## config.mk

```make
export PLATFORM = sky130hd
export DESIGN_NAME = msort_ctrl
export DESIGN_NICKNAME = d
export VERILOG_FILES = /design/src/sv/msort_pkg.sv /design/src/sv/msort_ctrl.sv
export SDC_FILE = /design/constraint.sdc
export NUM_CORES = 1
export LEC_CHECK = 0
export ABC_AREA = 1
export BUFFER_PORTS_ARGS = -buffer_cell sky130_fd_sc_hd__buf_2
export CAP_MARGIN = 20
export CORE_AREA = 2 2 39 41
export CTS_BUF_LIST = sky130_fd_sc_hd__clkbuf_16
export CTS_CLUSTER_DIAMETER = 80
export CTS_CLUSTER_SIZE = 30
export DETAILED_ROUTE_END_ITERATION = 16
export DIE_AREA = 0 0 41 43
export PLACE_DENSITY = 0.36
export SETUP_SLACK_MARGIN = 0.02
export SYNTH_ARGS = -nofsm -noshare
export SYNTH_HDL_FRONTEND = slang
export SYNTH_SLANG_ARGS = --single-unit
export TNS_END_PERCENT = 30
```

## constraint.sdc

```tcl
create_clock -name clock -period 2.3 [get_ports clock]
set_clock_uncertainty 0.15 [all_clocks]
set_input_delay 0.69 -clock clock [delete_from_list [all_inputs] [get_ports clock]]
set_output_delay 0.69 -clock clock [all_outputs]
set_load 0.005 [all_outputs]
```

## src/sv/msort_pkg.sv

```systemverilog
`default_nettype none
// ----------------------------------------------------------------------------
// Merge sorter package
// Shared constants, controller states and the command and status bundles
// that join the merge sorter controller and datapath.
// ----------------------------------------------------------------------------
package msort_pkg;

   localparam int MAX_ITEMS_DEF = 64;
   localparam int DATA_W        = 32;

   typedef enum logic [2:0] {
      ST_LOAD,
      ST_INIT,
      ST_PREP,
      ST_MERGE,
      ST_EMIT
   } msort_state_type;

   typedef struct packed {
      logic load;
      logic init;
      logic merge;
      logic emit;
   } msort_cmd_type;

   typedef struct packed {
      logic sorted;
      logic pass_end;
      logic emit_end;
      logic out_free;
   } msort_sts_type;

endpackage
`default_nettype wire

```

## src/sv/msort_ctrl.sv

```systemverilog
`default_nettype none
// ----------------------------------------------------------------------------
// Merge sorter controller
// Sequences loading, merge passes and emission of one set at a time.
// ----------------------------------------------------------------------------
module msort_ctrl
   import msort_pkg::*;
(
   input  wire logic          clock,
   input  wire logic          reset,
   input  wire logic          req_valid,
   input  wire logic          req_last,
   input  wire msort_sts_type sts,
   output msort_cmd_type      cmd,
   output logic               req_stall
);

   msort_state_type state_ff, state_in;

   always_ff @(posedge clock) begin
      if (reset) begin
         state_ff <= ST_LOAD;
      end else begin
         state_ff <= state_in;
      end
   end

   always_comb begin
      state_in = state_ff;
      unique case (state_ff)
         ST_LOAD: begin
            if (req_valid && req_last) state_in = ST_INIT;
         end
         ST_INIT: begin
            state_in = ST_PREP;
         end
         ST_PREP: begin
            state_in = sts.sorted ? ST_EMIT : ST_MERGE;
         end
         ST_MERGE: begin
            if (sts.pass_end) state_in = ST_PREP;
         end
         ST_EMIT: begin
            if (sts.out_free && sts.emit_end) state_in = ST_LOAD;
         end
         default: begin
            state_in = ST_LOAD;
         end
      endcase
   end

   always_comb begin
      cmd       = '0;
      req_stall = 1'b1;
      unique case (state_ff)
         ST_LOAD: begin
            req_stall = 1'b0;
            cmd.load  = req_valid;
         end
         ST_INIT: begin
            cmd.init = 1'b1;
         end
         ST_PREP: begin
            cmd = '0;
         end
         ST_MERGE: begin
            cmd.merge = 1'b1;
         end
         ST_EMIT: begin
            cmd.emit = sts.out_free;
         end
         default: begin
            cmd = '0;
         end
      endcase
   end

endmodule
`default_nettype wire

```

# Word level (Yosys, flattened, before mapping)
# Cells that the tools add are included.
# totals
output_inout_bits,5
input_bits,8
wordCells,22
register_bits,3
# op_classes
muxes,10
reduce_logical,4
eq_ne,7
# ops
op,n
case mux 3 bit (5 select lines),1
2-to-1 mux 3 bit,4
"equality test 3 x 2 -> 1 bit, second input constant",2
"!= test 2 bit, second input constant",3
2-to-1 mux 1 bit,5
"equality test 3 x 1 -> 1 bit, second input constant",1
"equality test 3 bit, second input constant",1
logical NOT 3 bit,1
AND reduction 3 bit,1
logical AND 1 bit,2

# Depth between registers and ports, before layout
# depth
depth_word,3
depth_mapped,6
ltp_nobuf,6

# Worst setup path before layout
# No wires, ideal clock.
# synth_timing
kind,input to output
from,in sts[0] (netlist name)
to,out cmd[0] (netlist name)
required_ns,1.460
t_arrival_ns,0.857
cell_stages,1
n_path_buf,0
slack_ns,0.603
cell_sequence,and3_1
# synth_via
elab_chain_cells,1
# synth_lines
element,line_no,rtl
from (decl),msort_ctrl.sv:13,"input wire msort_sts_type sts,"
2-to-1 mux 1 bit,msort_ctrl.sv:55,unique case (state_ff)
to (decl),msort_ctrl.sv:14,"output msort_cmd_type cmd,"
# No other way between the ends.

==> flow_summary.json <==
{
  "status": "finished clean",
  "die-area_um2": 1760,
  "cts_buffer_depth": 2,
  "combPwrFrac_pct": 16.9,
  "cp-end-kind": "output port",
  "die_y_um": 43,
  "maxCapViolCount": 0,
  "ys_seq_area_share_pct": 32.9,
  "leakage_nw": 0.191,
  "slew_violations": 0,
  "finalCriticalPeriod_ns": 1.91,
  "swShare_pct": 22.7,
  "nets": 55,
  "r2r-end": "state_ff[0]",
  "p_int_mw": 0.316,
  "grt_start_max_net_pins": 6,
  "ant_nets": 0,
  "hold_ws_ns": 0.389,
  "synth_area_leaders": "dfxtp_1, nand2_1, nand3_1, nor2_1, nor2_2",
  "fin_tns_setup_ns": 0,
  "seqPwrFrac_pct": 17.0,
  "crit_required_ns": 1.46,
  "rr_startpoint": "state_ff[2]",
  "antenna_found_initial": 0,
  "yosys_warnings": 0,
  "ff2ff_setup_slack_ns": 1.23,
  "cts_setup_buffers": 0,
  "gp_congestion": 0.641,
  "ff2ff_path_depth": 5,
  "critPathMaxFanout": 2,
  "rows": 14,
  "synth_top_cell_by_area": "dfxtp_1",
  "multi_input_area_um2": 108,
  "cts_tree": "built",
  "syn_avg_cell_area_um2": 6.09,
  "power_density_nw_per_um2": 1200,
  "placedCellCount": 58,
  "cts.htree.levels": 1,
  "clk_pin_slew_worst_paths_ns": 0.03,
  "synth_fa_ha_area_share_pct": 0,
  "top_layer": "met4",
  "top_regs": "state_ff (3)",
  "hold_viol": 0,
  "dr_wl_met3_um": 28,
  "diodes": 0,
  "gr-total-overflow": 0,
  "grt_pass1_wl_um": 855,
  "switchingPower_mw": 0.0928,
  "netlist_instances": 30,
  "ys_types": 11,
  "io_buffers": 12,
  "arrival_ns": 1.07,
  "fmax_mhz": 524,
  "vias_per_cell": 3.98,
  "synth_top_family_by_area": "simple AND/OR/NAND/NOR gates",
  "detailed_place_hpwl_um": 385,
  "critPathLaunch": "sts[0]",
  "fillCellCount": 159,
  "ys_top_cells_by_count": "nand2_1, nor2_1, nand3_1",
  "met2_length_um": 271,
  "max_slew_margin_pct": 86.1,
  "synth_xor_area_share_pct": 0,
  "regMostFlops": "state_ff",
  "synth-simple-area-share_pct": 53.4,
  "hp-class": "flop to flop",
  "setup_violations": 0,
  "wl_um": 529,
  "cp-start-kind": "input port",
  "insertion_delay_ns": 0.22,
  "routedWlPerCell_um": 8.53,
  "routed-via-count": 247,
  "drc": 0,
  "grt_pass1_vias": 227,
  "wl_met1_um": 218,
  "syn_area_um2": 183,
  "ys_async_sr_fraction_pct": 0,
  "yosys.area.top_type_share_pct": 32.9,
  "tightest_slew_ns": 0.208,
  "io_pins": 13,
  "die_width_um": 41,
  "p_clk_share_pct": 66.2,
  "seq_area_um2": 60.1,
  "syn_to_final_growth_pct": 87.0,
  "endpoint": "cmd[0]",
  "root_buffer": "clkbuf_16",
  "max-vdd-ir-drop_mv": 0.309,
  "grtUsageTotal_pct": 7.72,
  "worstSetupPathType": "input port to output port",
  "ys.flop_type": "dfxtp_1",
  "drive_above_1_share_pct": 41.3,
  "holdBufCountCts": 0,
  "synth_edf_count": 0,
  "synth_most_common_cell": "nand2_1",
  "largest_reg_flops": 3,
  "initial_utilization_pct": 13.2,
  "stdcell_count": 62,
  "first_pass_iters": 4,
  "rsz0062_at_grt": "false",
  "cts.sink_count": 3,
  "synth_seq_cells": 3,
  "core-area_um2": 1380,
  "cts_buffers": 3,
  "synth_fp_nets": 38,
  "cts_resized": 0,
  "synth_compound_area_share_pct": 5.48,
  "period_share_pct": 83.0,
  "muxShareOfSynthArea_pct": 0,
  "initialDrtViolationCount": 3
}
-- how the worst min path moves through the flow --
stage | start | end | slack [ns] | cells after the start
after global placement | state_ff[0] | state_ff[1] | 0.40 | 2
after global routing | state_ff[1] | state_ff[2] | 0.44 | 2
after detailed placement | state_ff[0] | state_ff[1] | 0.39 | 2
after floorplan | state_ff[0] | state_ff[1] | 0.35 | 2
final | state_ff[0] | state_ff[1] | 0.39 | 2
after CTS | state_ff[0] | state_ff[1] | 0.39 | 2
-- worst max-delay path: stages --
cell	delay [ns]
buf_2	0.10
and3_1	0.16
buf_2	0.12
-- layout by cell type, fill, tap and decap left out --
| master | n |
|---|---|
| a21oi_1 | 2 |
| dfxtp_1 | 3 |
| nand3b_1 | 1 |
| clkbuf_16 | 3 |
| nand3_1 | 4 |
| nand2_2 | 1 |
| inv_2 | 1 |
| buf_2 | 12 |
| and3_1 | 1 |
| nand2_1 | 7 |
| nor2_2 | 2 |
| nor2_1 | 5 |
| inv_1 | 4 |
-- kinds of logic after synthesis --
family / count (synthesis)
flops: 3
simple gates: 21
buf+inv: 4
compound gates: 2
-- routing by layer --
metal | up-vias | track usage [%]
li1 | 127 | -
met1 | 106 | 8.01
met4 | 0 | 8.00
met5 | - | 0
met2 | 12 | 10.6
met3 | 2 | 3.14
-- layout make-up --
class                           instances  area share (%)
Timing Repair Buffer                   12            17.6
Sequential cell                         3            17.6
Tap cell                               16            5.86
Clock inverter                          1            1.10
Multi-Input combinational cell         23            31.5
Inverter                                4            4.40
Clock buffer                            3            22.0
-- stage by stage --
step | util (%) | instance area [um^2] | power (mW) | setup slack [ns]
6_report | 24.7 | 342 | 0.409 | 0.391
5_1_grt | 24.7 | 342 | 0.426 | 0.315
4_1_cts | 24.7 | 342 | 0.411 | 0.377
3_5_place_dp | 19.0 | 263 | 0.139 | 0.388
3_3_place_gp | 19.0 | 263 | 0.141 | 0.394
2_1_floorplan | - | 183 | 0.111 | 0.603
-- power groups by stage --
stage               Combinational [mW]  Sequential (mW)  Clock (mW)
finish                          0.0689           0.0694       0.270
global route                    0.0770           0.0718       0.277
CTS                             0.0702           0.0695       0.272
detailed placement              0.0688           0.0702           0
global placement                0.0698           0.0710           0
floorplan                       0.0427           0.0683           0
Note: power is estimated with default switching activity, not from simulation.
